File: src/rtl/ccfl_pkg.sv
// Shared types, constants and helpers for the per-cell CFL number unit.
// Depends on nothing; every other file imports it.
package ccfl_pkg;

    localparam int DIMENSIONS    = 3;
    localparam int FRACTION_BITS = 16;
    localparam int QUOT_BITS     = 34;
    localparam int QUEUE_DEPTH   = 2;
    localparam int QPTR_W        = $clog2(QUEUE_DEPTH);
    localparam int IN_DATA_W     = 280;
    localparam int OUT_DATA_W    = 96;

    localparam logic [30:0] KMAX   = 31'h7FFF_FFFF;
    localparam logic [31:0] ONE_Q  = 32'd1 << FRACTION_BITS;

    localparam logic [1:0] KIND_CENTER   = 2'd0;
    localparam logic [1:0] KIND_FACE     = 2'd1;
    localparam logic [1:0] KIND_SOLUTION = 2'd2;
    localparam logic [1:0] KIND_UNKNOWN  = 2'd3;

    localparam logic CFG_TIME_STEP  = 1'b0;
    localparam logic CFG_TINY_VALUE = 1'b1;

    typedef struct packed {
        logic [1:0]       kind;
        logic [2:0][31:0] coord;
        logic [30:0]      density;
        logic [2:0][31:0] mom_abs;
        logic [31:0]      total_energy;
        logic [18:0]      heat_ratio;
        logic [19:0]      heat_less_one;   // gamma - 1, two's complement
    } ccfl_item_t;

    typedef struct packed {
        logic        start;
        logic        is_sqrt;
        logic [63:0] num;
        logic [31:0] den;
    } ccfl_iter_req_t;

    typedef struct packed {
        logic                 done;
        logic [QUOT_BITS-1:0] quot;
        logic                 ovf;
        logic                 dz;
        logic                 num_nz;
    } ccfl_iter_rsp_t;

    // Saturating unsigned quotient: {saturated, value}
    function automatic logic [31:0] sat_u31(input ccfl_iter_rsp_t r);
        logic [31:0] res;
        if (r.dz)
            res = {1'b1, (r.num_nz ? KMAX : 31'd0)};
        else if (r.ovf || (r.quot[QUOT_BITS-1:31] != '0))
            res = {1'b1, KMAX};
        else
            res = {1'b0, r.quot[30:0]};
        return res;
    endfunction

endpackage

File: src/rtl/ccfl_iter.sv
// Shared iterative unit: restoring divide (one quotient bit a cycle) and
// digit-by-digit square root (one root bit a cycle). Depends on ccfl_pkg.
module ccfl_iter
    import ccfl_pkg::*;
(
    input  logic           clk,
    input  logic           rst_n,
    input  ccfl_iter_req_t req,
    output ccfl_iter_rsp_t rsp
);

    logic                 busy_reg;
    logic                 done_reg;
    logic [5:0]           cnt_reg;
    logic                 sqrt_reg;
    logic [63:0]          work_reg;
    logic [31:0]          den_reg;
    logic [33:0]          rem_reg;
    logic [QUOT_BITS-1:0] quot_reg;
    logic                 ovf_reg;
    logic                 dz_reg;
    logic                 nz_reg;

    logic [32:0] div_r;
    logic        div_ge;
    logic [32:0] div_rem;
    logic [35:0] sq_r;
    logic [35:0] sq_trial;
    logic        sq_ge;
    logic [35:0] sq_rem;

    assign div_r    = {rem_reg[31:0], work_reg[QUOT_BITS-1]};
    assign div_ge   = div_r >= {1'b0, den_reg};
    assign div_rem  = div_ge ? (div_r - {1'b0, den_reg}) : div_r;
    assign sq_r     = {rem_reg, work_reg[63:62]};
    assign sq_trial = {quot_reg, 2'b01};
    assign sq_ge    = sq_r >= sq_trial;
    assign sq_rem   = sq_ge ? (sq_r - sq_trial) : sq_r;

    always_ff @(posedge clk or negedge rst_n)
    begin
        if (!rst_n)
        begin
            busy_reg <= 1'b0;
            done_reg <= 1'b0;
            cnt_reg  <= '0;
        end
        else
        begin
            done_reg <= 1'b0;
            if (req.start)
            begin
                busy_reg <= 1'b1;
                cnt_reg  <= req.is_sqrt ? 6'd31 : 6'(QUOT_BITS - 1);
            end
            else if (busy_reg)
            begin
                if (cnt_reg == '0)
                begin
                    busy_reg <= 1'b0;
                    done_reg <= 1'b1;
                end
                else
                begin
                    cnt_reg <= cnt_reg - 6'd1;
                end
            end
        end
    end

    always_ff @(posedge clk)
    begin
        if (req.start)
        begin
            sqrt_reg <= req.is_sqrt;
            work_reg <= req.num;
            den_reg  <= req.den;
            quot_reg <= '0;
            rem_reg  <= req.is_sqrt ? 34'd0 : {4'd0, req.num[63:QUOT_BITS]};
            ovf_reg  <= {2'b00, req.num} >= {req.den, {QUOT_BITS{1'b0}}};
            dz_reg   <= (req.den == '0);
            nz_reg   <= (req.num != '0);
        end
        else if (busy_reg)
        begin
            if (sqrt_reg)
            begin
                rem_reg  <= sq_rem[33:0];
                quot_reg <= {quot_reg[QUOT_BITS-2:0], sq_ge};
                work_reg <= {work_reg[61:0], 2'b00};
            end
            else
            begin
                rem_reg  <= {1'b0, div_rem};
                quot_reg <= {quot_reg[QUOT_BITS-2:0], div_ge};
                work_reg <= {work_reg[62:0], 1'b0};
            end
        end
    end

    assign rsp.done   = done_reg;
    assign rsp.quot   = quot_reg;
    assign rsp.ovf    = ovf_reg;
    assign rsp.dz     = dz_reg;
    assign rsp.num_nz = nz_reg;

endmodule

File: config.mk
export PLATFORM = sky130hd
export DESIGN_NAME = ccfl_iter
export DESIGN_NICKNAME = d
export VERILOG_FILES = /design/src/rtl/ccfl_pkg.sv /design/src/rtl/ccfl_iter.sv
export SDC_FILE = /design/constraint.sdc
export NUM_CORES = 1
export LEC_CHECK = 0
export BUFFER_PORTS_ARGS = -buffer_cell sky130_fd_sc_hd__buf_4
export CAP_MARGIN = 30
export CELL_PAD_IN_SITES_DETAIL_PLACEMENT = 1
export CELL_PAD_IN_SITES_GLOBAL_PLACEMENT = 2
export CORE_MARGIN = 2
export CORE_UTILIZATION = 41
export CTS_BUF_LIST = sky130_fd_sc_hd__clkbuf_4
export DETAILED_ROUTE_END_ITERATION = 6
export PLACE_DENSITY = 0.94
export SYNTH_ARGS = -nofsm -noshare
export SYNTH_HDL_FRONTEND = slang
export SYNTH_SLANG_ARGS = --single-unit
File: constraint.sdc
create_clock -name clk -period 8.2 [get_ports clk]
set_input_delay 0.41 -clock clk [delete_from_list [all_inputs] [get_ports clk]]
set_output_delay 0.41 -clock clk [all_outputs]
set_load 0.005 [all_outputs]
== Word-level counts from Yosys, hierarchy flattened ==
Index checks and enable logic that the tools add are counted.

* Output and inout bits: 38
* Bits in latches: 0
* Input bits: 100
* Memories: 0
* Word-level logic and storage cells: 43
* Memory bits (writable): 0
* Bits in registers: 176
* Memory bits (read-only): 0

* Mux-type cells: 20
* Add/sub/neg operators: 3
* Equality and inequality tests: 1
* Bitwise gates (word level): 0
* Divide/modulo/power cells: 0
* Order comparisons: 3
* Reductions and logical operators: 5
* Shifts and indexed selects: 0
* $mul: 0

{| class="wikitable"
|+ Operators with widths
! cell !! count
|-
| $mux 64 || 3
|-
| $mux 34 || 4
|-
| $ge 64x66->1 || 1
|-
| $reduce_bool 64->1 || 1
|-
| $ge 36x36->1 || 1
|-
| $sub 34x34->34 || 1
|-
| $ge 33x32->1 || 1
|-
| $mux 33 || 1
|-
| $sub 33x32->33 || 1
|-
| $logic_not 32->1 || 1
|-
| $mux 30 || 1
|-
| $mux 6 || 4
|-
| $mux 1 || 7
|-
| $logic_not 6->1 || 1
|-
| $sub 6x1->6 const B || 1
|-
| $ne 2x2->1 const B || 1
|-
| $reduce_and 2->1 || 1
|-
| $reduce_bool 2->1 || 1
|}

== Logic depth before layout (Yosys ltp) ==
Gate-level depths: netlist of run 1.

* Word-level depth: 5
* Mapped depth: 15

== Worst setup path after synthesis of run 1 ==
Ideal clock, no wire load.

* Path kind: register to register
* Start: reg busy_reg
* End: reg cnt_reg[5]
* Clock period less this slack: 3351 ps
* Library setup time: 121 ps
* Path slack: 4849 ps
* Stages on the path, launching flop included: 8
* Path buffers: 1
* Data arrival time: 3229 ps
* Cells stage by stage: dfrtp_1 -> clkbuf_1 -> nor2_1 -> inv_1 -> nand3_1 -> o21ai_0 -> nor2_1 -> o22a_1

* Cells in the longest elaborated chain, start to end: 2

{| class="wikitable"
|+ RTL lines
! item !! RTL line !! source
|-
| start, declared || ccfl_iter.sv:12 || <nowiki>logic busy_reg;</nowiki>
|-
| start signal, assigned || ccfl_iter.sv:44 || <nowiki>busy_reg <= 1'b0;</nowiki>
|-
| start signal, assigned || ccfl_iter.sv:53 || <nowiki>busy_reg <= 1'b1;</nowiki>
|-
| start signal, assigned || ccfl_iter.sv:60 || <nowiki>busy_reg <= 1'b0;</nowiki>
|-
| $reduce_bool 2->1 (no source line) || - ||
|-
| $reduce_and 2->1 (no source line) || - ||
|-
| end signal, assigned || ccfl_iter.sv:54 || <nowiki>cnt_reg <= req.is_sqrt ? 6'd31 : 6'(QUOT_BITS - 1);</nowiki>
|-
| end signal, assigned || ccfl_iter.sv:65 || <nowiki>cnt_reg <= cnt_reg - 6'd1;</nowiki>
|-
| end, declared || ccfl_iter.sv:14 || <nowiki>logic [5:0] cnt_reg;</nowiki>
|}

No other way between the ends.
A chain may end at the register's enable or synchronous reset.

== Final worst setup path of run 1 ==
* Start: reg work_reg[33]
* End: reg rem_reg[32] (data pin)

* Cells in the longest elaborated chain, start to end: 5

{| class="wikitable"
|+ RTL lines
! item !! RTL line !! source
|-
| start, declared || ccfl_iter.sv:16 || <nowiki>logic [63:0] work_reg;</nowiki>
|-
| start signal, assigned || ccfl_iter.sv:76 || <nowiki>work_reg <= req.num;</nowiki>
|-
| start signal, assigned || ccfl_iter.sv:90 || <nowiki>work_reg <= {work_reg[61:0], 2'b00};</nowiki>
|-
| start signal, assigned || ccfl_iter.sv:96 || <nowiki>work_reg <= {work_reg[62:0], 1'b0};</nowiki>
|-
| $sub 33x32->33 / $ge 33x32->1 (equally long branches) || ccfl_iter.sv:34, ccfl_iter.sv:33 ||
|-
| $mux 33 * || ccfl_iter.sv:34 || <nowiki>assign div_rem = div_ge ? (div_r - {1'b0, den_reg}) : div_r;</nowiki>
|-
| $mux 34 * || ccfl_iter.sv:86 || <nowiki>if (sqrt_reg)</nowiki>
|-
| $mux 34 * || ccfl_iter.sv:84 || <nowiki>else if (busy_reg)</nowiki>
|-
| $mux 34 * || ccfl_iter.sv:73 || <nowiki>if (req.start)</nowiki>
|-
| end signal, assigned || ccfl_iter.sv:79 || <nowiki>rem_reg <= req.is_sqrt ? 34'd0 : {4'd0, req.num[63:QUOT_BITS]};</nowiki>
|-
| end signal, assigned || ccfl_iter.sv:88 || <nowiki>rem_reg <= sq_rem[33:0];</nowiki>
|-
| end signal, assigned || ccfl_iter.sv:94 || <nowiki>rem_reg <= {1'b0, div_rem};</nowiki>
|-
| end, declared || ccfl_iter.sv:18 || <nowiki>logic [33:0] rem_reg;</nowiki>
|}

Mark *: on every way between the ends. The rest lies on a longest branch, timed or not. The select of a mux whose other input is x is not followed.

==> results of run 1 <==
==> through the flow <==
| step | hold slack, ns | instance area [sq um] |
|---|---|---|
| 6_report | 0.0531 | 15000 |
| 5_1_grt | 0.0142 | 15000 |
| 4_1_cts | 0.00130 | 15000 |
| 3_5_place_dp | 0.237 | 14300 |
| 3_3_place_gp | 0.235 | 14300 |
| 2_1_floorplan | 0.114 | 12900 |
==> repair_timing <==
item	CTS	global route
setup buffers	0	0
endpoints found under the hold margin	50	0
hold buffers	43	0
endpoints found under the setup margin	0	0
==> worst max-delay path: stages (launching register included) <==
cell	delay [ns]
edfxtp_1	0.47
inv_1	0.09
ha_1	0.17
inv_1	0.07
fa_1	0.41
a21oi_1	0.23
o21ai_1	0.14
a2111oi_0	0.49
o21bai_1	0.25
o311ai_2	0.37
and3b_1	0.32
o21bai_1	0.09
a311o_1	0.37
xor2_1	0.14
o21ai_1	0.07
==> cell usage in the layout, fill, tap and decap left out, drive strengths merged, types with 34 or more instances in the layout <==
cell         synthesis  routed
dlygate4sd3          0      43
inv                122     127
ha                 100     100
mux2i              112     112
nor2               113     113
a21oi               96      96
nand2              171     171
dfxtp               34      34
buf                 23     147
a21o                42      42
o21ai              132     132
edfxtp             134     134
==> area by class of cell <==
class | count | share of cell area, %
clock inverter | 15 | 1.21
timing repair buffer | 190 | 10.4
sequential | 176 | 32.6
inverter | 122 | 3.05
antenna | 1 | 0.0166
tap | 402 | 3.34
clock buffer | 17 | 0.848
multi-input combinational | 1083 | 48.5
==> routing by layer <==
layer  up-vias  wire length [um]  GRT usage [%]
met5         -                 0              0
met4         0              1270           9.89
met3        63              1760           3.97
met2       275             19300           42.3
met1      5588             19000           33.4
li1       5517                 -              -
==> worst paths after layout <==
check / from / end / slack [ns] / cells after the start
worst max register to register: work_reg[33]$_DFFE_PP_ / rem_reg[32]$_SDFFCE_PP0P_ / 4.30 / 14
worst max-delay path: work_reg[33]$_DFFE_PP_ / rem_reg[32]$_SDFFCE_PP0P_ / 4.30 / 14
max in group asynchronous: rst_n / cnt_reg[3]$_DFFE_PN0P_ / 7.94 / 2
worst min register to register: cnt_reg[4]$_DFFE_PN0P_ / cnt_reg[4]$_DFFE_PN0P_ / 0.54 / 2
min in group asynchronous: rst_n / cnt_reg[4]$_DFFE_PN0P_ / 0.12 / 2
worst min-delay path: req[44] / work_reg[12]$_DFFE_PP_ / 0.05 / 3
==> kinds of logic (layout without fill, tap and decap cells) <==
kind of cell | count (synthesis) | in the layout | synth area share [%]
adders and majority gates | 101 | 101 | 9.83
DFF | 176 | 176 | 37.9
muxes | 114 | 114 | 8.84
xor gates and xnor gates | 55 | 55 | 3.72
and+or+nand+nor | 422 | 422 | 14.8
other | 0 | 1 | 0
buffers and inverters | 187 | 344 | 5.73
AOI/OAI and AO/OA | 391 | 391 | 19.2
==> report_power, final <==
group	total, W	internal [W]	switching (W)
clock network	0.000560	0.000217	0.000343
logic	0.00276	0.00110	0.00166
registers	0.00132	0.00114	0.000180
==> summary.md, run 1 <==
| Metric | Value |
|---|---|
| Leakage | between 6 and 7 nW |
| Status | finished clean |
| Fillers | about 3600 |
| CP max FO | 4 |
| Max reg flops | between 60 and 70 |
| Kind of critical path | reg -> reg |
| DRC violations left | 0 |
| Row count | 65 |
| Area occupied by multi-input gates | approximately 7300 sq um |
| Final nets | 1791 |
| Initial antenna violation count | 1 |
| # clock sinks | 176 |
| Critical path endpoint category | flop |
| Total number of vias | about 11000 |
| FF/Latch Area | between 4000 and 5000 sq um |
| Largest net degree at the start of global routing | 87 |
| Routed WL | just over 40000 um |
| Power density over the cells | about 310 nW/um^2 |
| Post-synth top area share | a little under a third |
| Layout cell share with drive strength beyond 1 | around an eighth |
| DRT iter0 DRCs | a little under 700 |
| First-pass GRT wire length | approximately 66000 um |
| Post-synth cell types | 73 |
| Post-Synthesis Cell Area | 12900 sq um |
| Register bit total from synthesis | 176 |
| Dpl cells | 1929 |
| Count leader, synth | nand2_1 |
| Asr flop ratio synth | roughly 4.5% |
| Routed vias/inst | between 5 and 6 |
| Setup Viol. Count Final | 0 |
| Tcrit/Tclk final | a little under half |
| Num CTS Buffers | 17 |
| Worst-Skew Late Latency | roughly 0.65 ns |
| Vias in the first global route | roughly 12000 |
| Worst setup SP type | flop |
| Synth Area per Inst | around 9 sq um |
| Initial core utilization | between 40% and 50% |
| Dpl ws | roughly 4.4 ns |
| Max cap viols | 0 |
| Routed Antenna Nets | 0 |
| Max Fclk | between 200 and 300 MHz |
| Rel. slew slack | roughly a third |
| RSZ-0062 raised after global routing | false |
| Synthesized netlist net count | between 1500 and 2000 |
| Post-CTS sizing | 0 |
| Setup Total Neg Slack | 0 ns |
| Total number of H-tree levels | 4 |
| Final RePlAce weighted congestion | ~0.90 |
| Yosys warning count | 0 |
| Die area | around 33000 sq um |
| Finished Layout Cells | approximately 2000 |
| Worst Skew | ~0.026 ns |
| First drt pass iteration count | 5 |
| Layout Utilization | between 40% and 50% |
| I/O Buffers | around 140 |
| CTS tree | built |
| Clock root buffer | clkbuf_4 |
| Core Footprint | 31300 sq um |
| Die Wd | 182 um |
| Hold Crit Class | in -> reg |
| Total design power | 0.00464 W |
| Worst EP arrival | between 4 and 5 ns |
| Leading area contributor after synthesis | edfxtp_1 |
| Number of synthesized flops with an enable pin | 134 |
| Worst path required time | 8.60 ns |
| Main synth FF type | edfxtp_1 |
| Most frequent cells after synthesis | nand2_1 (171), edfxtp_1 (134), o21ai_0 (127) |
| Fin worst setup slack | around 4.3 ns |
| Area Overhead vs Synth | 16.3% |
| Synth area leaders | edfxtp_1 (31%), ha_1 (9.7%), mux2i_1 (8.7%) |
| Clk slew on worst S/H paths | 0.17 ns |
| Final hold violations | 0 |
| Pins over their slew limit | 0 |
| Peak supply drop | about 0.29 mV |
| # IOs | approximately 140 |
| Share of the yosys chip area belonging to registers | 37.9% |
| Grt ovf | 0 |
| GRT Overall Usage | 25.5% |
| Post-synthesis cell count | about 1400 |
| Final min period | roughly 3.9 ns |
| Worst-margin pin slew | slightly below 1 ns |
| Hpwl dp | 31400 um |
| WL/cell | approximately 21 um |
| Die H | 182 um |
| Maximum root-to-sink buffer count | 2 |
(Power assumes the default switching activity.)
==> run 2: changes to the inputs <==
- CORE_UTILIZATION: 41 -> 34
- PLACE_DENSITY: 0.94 -> 0.84
- clock period: 8.2 -> 3.2 ns (I/O delays scaled with it)
==> run 2 against run 1 <==
Against the previous run: the flow now finishes with violations (negative setup slack); power grew to 3.5 times the previous value; wire length up 16%; register-to-register slack worse by 4.4 ns; combinational power grew to 4.1 times the previous value; cell area grew 22%; first-iteration DRC count down 16%; critical path type unchanged; largest power group unchanged; highest routed layer unchanged.
==> summary.md, run 2 (synthesized netlist as in run 1, its figures left out) <==
| Metric | Value |
|---|---|
| Peak supply drop | 0.604 mV (+110%) |
| Worst-Skew Late Latency | 0.67 ns (+0.02 ns) |
| Max Fclk | 303 MHz (+18%) |
| Maximum root-to-sink buffer count | 2 (unchanged) |
| Worst setup SP type | flop |
| Layout cell share with drive strength beyond 1 | 28.8% (+16 points) |
| Num CTS Buffers | 17 (unchanged) |
| CTS tree | built |
| Worst EP arrival | 3.71 ns (-0.59 ns) |
| Final RePlAce weighted congestion | 0.894 (-0.94%) |
| Routed Antenna Nets | 0 (unchanged) |
| Clock root buffer | clkbuf_4 |
| Flop pwr share | 20.2% (-8.2 points) |
| Vias in the first global route | 13184 (+10%) |
| Comb pwr share | 71.0% (+12 points) |
| Initial antenna violation count | 5 (+4) |
| Total number of vias | 12657 (+11%) |
| WL/cell | 20.0 um (-2.9%) |
| Violated checks | negative setup slack |
| Final nets | 2074 (+16%) |
| Dpl cells | 2214 (+15%) |
| Worst path required time | 3.61 ns (-4.99 ns) |
| RSZ-0062 raised after global routing | true |
| GRT Overall Usage | 23.8% (-1.7 points) |
| Setup Viol. Count Final | 23 (+23) |
| DRC violations left | 0 (unchanged) |
| Initial core utilization | 34.4% (-6.9 points) |
| # clock sinks | 176 (unchanged) |
| Max cap viols | 0 (unchanged) |
| Worst-margin pin slew | 0.869 ns (-0.106 ns) |
| Die H | 199 um (+9.6%) |
| Total number of H-tree levels | 4 (unchanged) |
| Core Footprint | 37600 sq um (+20%) |
| Hold Crit Class | in -> reg |
| Commonest non-fill, non-tap cells in the layout | buf_4 (342), nand2_1 (160), edfxtp_1 (134) |
| Setup Total Neg Slack | -1.07 ns (-1.07 ns) |
| Finished Layout Cells | 2402 (+20%) |
| Grt ovf | 0 (unchanged) |
| Pins over their slew limit | 0 (unchanged) |
| Layout Utilization | 49.0% (+0.98 points) |
| First-pass GRT wire length | 72400 um (+10%) |
| Net Sw Frac | 44.6% (-2.4 points) |
| Status | finished, violations left |
| Power density over the cells | 874 nW/um^2 (+180%) |
| DRT iter0 DRCs | 586 (-16%) |
| Routed WL | 48000 um (+16%) |
| Kind of critical path | reg -> reg |
| Die Wd | 199 um (+9.6%) |
| Dpl ws | -0.418 ns (-4.78 ns) |
| Max reg flops | 64 (unchanged) |
| Largest net degree at the start of global routing | 166 (+91%) |
| CP max FO | 8 (+4) |
| Final hold violations | 0 (unchanged) |
| Die area | 39600 sq um (+20%) |
| Worst Skew | 0.0385 ns (+0.0125 ns) |
| Design area | 18400 sq um (+22%) |
| Critical path endpoint category | flop |
| Switch Pwr | 0.00717 W (+230%) |
| Most common cell after layout, fill and taps aside | buf_4 |
| Clk slew on worst S/H paths | 0.16 ns (about the same) |
| Hpwl dp | 34100 um (+8.7%) |
| Row count | 71 (+9.2%) |
| I/O Buffers | 137 (unchanged) |
| Routed vias/inst | 5.27 (-7.6%) |
| First drt pass iteration count | 7 (+2) |
| Post-placement cell area | 15800 sq um (+11%) |
| Internal power | 0.00892 W (+260%) |
| Area Overhead vs Synth | 42.4% |
| Final min period | 3.30 ns (-0.593 ns) |
| Fin worst setup slack | -0.103 ns (-4.41 ns) |
| Leakage | 8.30 nW (+22%) |
| Rel. slew slack | 41.9% (+7.0 points) |
| Tcrit/Tclk final | 103% (+56 points) |
| Clock Power Share | 8.9% (-3.2 points) |
| # IOs | 138 (unchanged) |
run 2: cell count changes in the layout (fill, tap and decap cells not counted), moves of 19 or more:
cell,before,now
dlygate4sd3_1,43,103
a21oi_1,95,74
o21ai_0,127,103
ha_1,100,79
buf_4,144,342
a21oi_2,0,19
run 2: per-layer routing:
layer  vias to the layer above  global-route usage (%)  wire [um]
met4                         0                    8.21       1490
met3                        82                    3.71       1830
met2                       294                    40.9      23600
li1                       6115                       -          -
met5                         -                       0          0
met1                      6166                    30.2      21200
run 2: area by class of cell:
| type | instances | area (sq um) |
|---|---|---|
| Fill cell | 4260 | 19200 |
| Multi-Input combinational cell | 1085 | 8110 |
| Antenna cell | 5 | 12.5 |
| Clock inverter | 14 | 174 |
| Timing Repair Buffer | 471 | 3990 |
| Inverter | 122 | 462 |
| Tap cell | 511 | 639 |
| Sequential cell | 176 | 4910 |
| Clock buffer | 18 | 135 |
run 2: path summary, 6_finish.rpt:
check,startpoint,cells past startpoint,slack [ns],end
max reg2reg,rem_reg[0]$_DFFE_PP_,13,-0.10,rem_reg[29]$_DFFE_PP_
min,req[26],2,0.25,den_reg[26]$_DFFE_PP_
max,rem_reg[0]$_DFFE_PP_,13,-0.10,rem_reg[29]$_DFFE_PP_
min reg2reg,quot_reg[16]$_SDFFE_PP0P_,2,0.54,quot_reg[17]$_SDFFE_PP0P_
min in group asynchronous,rst_n,3,0.46,cnt_reg[5]$_DFFE_PN0P_
max in group asynchronous,rst_n,3,2.44,busy_reg$_DFF_PN0_
run 2: power groups by stage:
stage | Sequential (W) | Combinational, W | Clock [W]
final | 0.00325 | 0.0114 | 0.00142
after global routing | 0.00328 | 0.0123 | 0.00153
after CTS | 0.00325 | 0.00983 | 0.00146
after detailed placement | 0.00332 | 0.00873 | 0
after global placement | 0.00330 | 0.00854 | 0
after floorplan | 0.00317 | 0.00536 | 0
run 2: stage by stage:
step                hold slack (ns)  power [W]
floorplan                    -0.136    0.00853
global placement            -0.0143     0.0118
detailed placement          -0.0167     0.0121
CTS                           0.191     0.0145
global route                  0.199     0.0171
finish                        0.253     0.0161
run 2: worst max-delay path, stage by stage, from the launching register on:
cell and delay (ns):
edfxtp_1 0.53, buf_6 0.18, ha_4 0.28, nand2b_4 0.06, a211oi_4 0.31, o21bai_4 0.10
a211o_1 0.34, a31oi_4 0.20, a31o_4 0.22, a21oi_4 0.15, buf_6 0.24, nand3_1 0.09
o211ai_1 0.11, a211o_1 0.26
run 2: repair_timing:
item                       in CTS  in global routing
buffers inserted               17                 26
pin swaps                      26                 37
hold endpoints to repair      167                  0
setup endpoints to repair      35                 36
hold buffers                  104                  0
gates cloned                    5                  2
gates resized for setup        50                141
==> run 3: changes to the inputs <==
- REMOVE_ABC_BUFFERS: unset -> 1
==> run 3 against run 2 <==
Against the previous run: power rose by 3.0%; critical path type unchanged; worst hold slack got worse by 0.045 ns; non-clock buffer count fell by 1; the flow still finishes with violations (negative setup slack); via count rose by 0.92%; first-iteration DRC count rose by 20%; largest power group unchanged.
==> summary.md, run 3 (synthesized netlist as in run 1, its figures left out) <==
| Metric | Value |
|---|---|
| GRT Overall Usage | 24.5% (+0.71 points) |
| Initial antenna violation count | 2 (-3) |
| Layout cell share with drive strength beyond 1 | 28.6% (-0.26 points) |
| Grt ovf | 0 (unchanged) |
| Area Overhead vs Synth | 42.3% (about the same) |
| Row count | 71 (unchanged) |
| Layout Utilization | 49.0% (about the same) |
| Rel. slew slack | 42.8% (+0.99 points) |
| Tcrit/Tclk final | 105% (+1.9 points) |
| WL/cell | 20.6 um (+3.0%) |
| Total number of vias | 12773 (+0.92%) |
| Total design power | 0.0166 W (+3.0%) |
| Die area | 39600 sq um (unchanged) |
| Num CTS Buffers | 17 (unchanged) |
| Setup Viol. Count Final | 20 (-13%) |
| Final nets | 2077 (+0.14%) |
| Commonest non-fill, non-tap cells in the layout | buf_4 (342), nand2_1 (165), edfxtp_1 (134) |
| Hold Crit Class | in -> reg |
| Peak supply drop | 0.436 mV (-28%) |
| Final hold violations | 0 (unchanged) |
| Fin worst setup slack | -0.165 ns (-0.0623 ns) |
| Maximum root-to-sink buffer count | 2 (unchanged) |
| Violated checks | negative setup slack |
| Max cap viols | 0 (unchanged) |
| Die Wd | 199 um (unchanged) |
| First drt pass iteration count | 5 (-2) |
| Critical path endpoint category | flop |
| RSZ-0062 raised after global routing | true |
| Worst Skew | 0.0423 ns (+0.00387 ns) |
| Worst path required time | 3.68 ns (+0.07 ns) |
| DRC violations left | 0 (unchanged) |
| CTS tree | built |
| Worst-Skew Late Latency | 0.69 ns (+0.02 ns) |
| Total number of H-tree levels | 4 (unchanged) |
| Worst setup SP type | flop |
| Core Footprint | 37600 sq um (unchanged) |
| Kind of critical path | reg -> reg |
| Status | finished, violations left |
| Routed WL | 49500 um (+3.0%) |
| Leakage | 8.31 nW (+0.16%) |
| Worst-margin pin slew | 0.854 ns (-0.0148 ns) |
| Max Fclk | 297 MHz (-1.9%) |
| # clock sinks | 176 (unchanged) |
| Initial core utilization | 34.4% (unchanged) |
| Vias in the first global route | 13255 (+0.54%) |
| Routed vias/inst | 5.32 (+0.92%) |
| Dpl ws | -0.502 ns (-0.0843 ns) |
| Routed Antenna Nets | 0 (unchanged) |
| First-pass GRT wire length | 74200 um (+2.4%) |
| Clock root buffer | clkbuf_4 |
| # IOs | 138 (unchanged) |
| Final min period | 3.37 ns (+0.0623 ns) |
| Worst EP arrival | 3.85 ns (+0.14 ns) |
| Max reg flops | 64 (unchanged) |
| DRT iter0 DRCs | 702 (+20%) |
| Pins over their slew limit | 0 (unchanged) |
| Largest net degree at the start of global routing | 99 (-40%) |
| Final RePlAce weighted congestion | 0.884 (-1.0%) |
| Power density over the cells | 901 nW/um^2 (+3.1%) |
| Die H | 199 um (unchanged) |
| Hpwl dp | 35000 um (+2.5%) |
| I/O Buffers | 137 (unchanged) |
| Most common cell after layout, fill and taps aside | buf_4 |
| CP max FO | 7 (-1) |
| Clk slew on worst S/H paths | 0.20 ns (+0.04 ns) |
run 3: cell types whose count changed in the layout (fill, tap and decap cells not counted), moves of 4 or more:
cell,before,now
mux2i_1,112,108
nand2_2,9,3
a21oi_1,74,78
nand2_1,160,165
ha_2,5,1
ha_1,79,84
run 3: timing repair:
item,CTS,global route
hold endpoints to repair,161,0
setup endpoints to repair,35,34
gates cloned,4,4
setup buffers,26,24
hold buffers,103,0
pin swaps,41,65
gates resized for setup,58,127
run 3: routing by layer:
metal,GRT usage (%),wire length (um),vias to the layer above
met5,0,0,-
met4,7.60,1250,0
met3,3.36,1900,63
met2,41.6,24000,290
met1,32.2,22300,6313
li1,-,-,6107
run 3: final timing paths:
| kind | startpoint | to | slack, ns | depth (start not counted) |
|---|---|---|---|---|
| max in group asynchronous | rst_n | busy_reg$_DFF_PN0_ | 2.44 | 3 |
| worst min register to register | cnt_reg[4]$_DFFE_PN0P_ | cnt_reg[4]$_DFFE_PN0P_ | 0.56 | 2 |
| worst max-delay path | rem_reg[0]$_DFFE_PP_ | rem_reg[0]$_DFFE_PP_ | -0.17 | 14 |
| min in group asynchronous | rst_n | cnt_reg[2]$_DFFE_PN0P_ | 0.42 | 3 |
| worst min-delay path | req[4] | den_reg[4]$_DFFE_PP_ | 0.21 | 2 |
| worst max register to register | rem_reg[0]$_DFFE_PP_ | rem_reg[0]$_DFFE_PP_ | -0.17 | 14 |
run 3: area by class of cell:
| cell class | count | area [sq um] |
|---|---|---|
| antenna | 2 | 5.00 |
| clock buffer | 18 | 135 |
| clock inverter | 14 | 198 |
| fill | 4276 | 19200 |
| inverter | 122 | 459 |
| multi-input combinational | 1089 | 8110 |
| sequential | 176 | 4910 |
| tap | 511 | 639 |
| timing repair buffer | 470 | 3960 |
run 3: where the power goes:
group          total (W)  leakage [nW]  internal, W  switching (W)
Combinational     0.0117          6.34      0.00569        0.00603
Clock            0.00156         0.169     0.000581       0.000982
Sequential       0.00330          1.81      0.00291       0.000382
Total             0.0166          8.31      0.00918        0.00739
run 3: critical path, stage by stage (launching register included):
cell and delay (ns):
edfxtp_1 0.47, buf_6 0.15, ha_4 0.26, nand2b_1 0.08, a211oi_2 0.32, o21bai_2 0.11, a211o_1 0.34, a31oi_4 0.21
a31o_4 0.22, a21oi_4 0.14, clkbuf_16 0.25, buf_4 0.15, nand2_1 0.06, o21ai_0 0.09, a221o_1 0.29
run 3: metrics by stage:
stage | hold slack, ns | TNS (ns) | cell area [sq um] | cells
2_1_floorplan | -0.136 | -105.93 | 12700 | 1381
3_3_place_gp | -0.0157 | -5.72 | 15800 | 2213
3_5_place_dp | -0.0128 | -9.04 | 15800 | 2213
4_1_cts | 0.176 | -0.600 | 17600 | 2373
5_1_grt | 0.189 | -4.43 | 18400 | 2402
6_report | 0.208 | -1.19 | 18400 | 2402
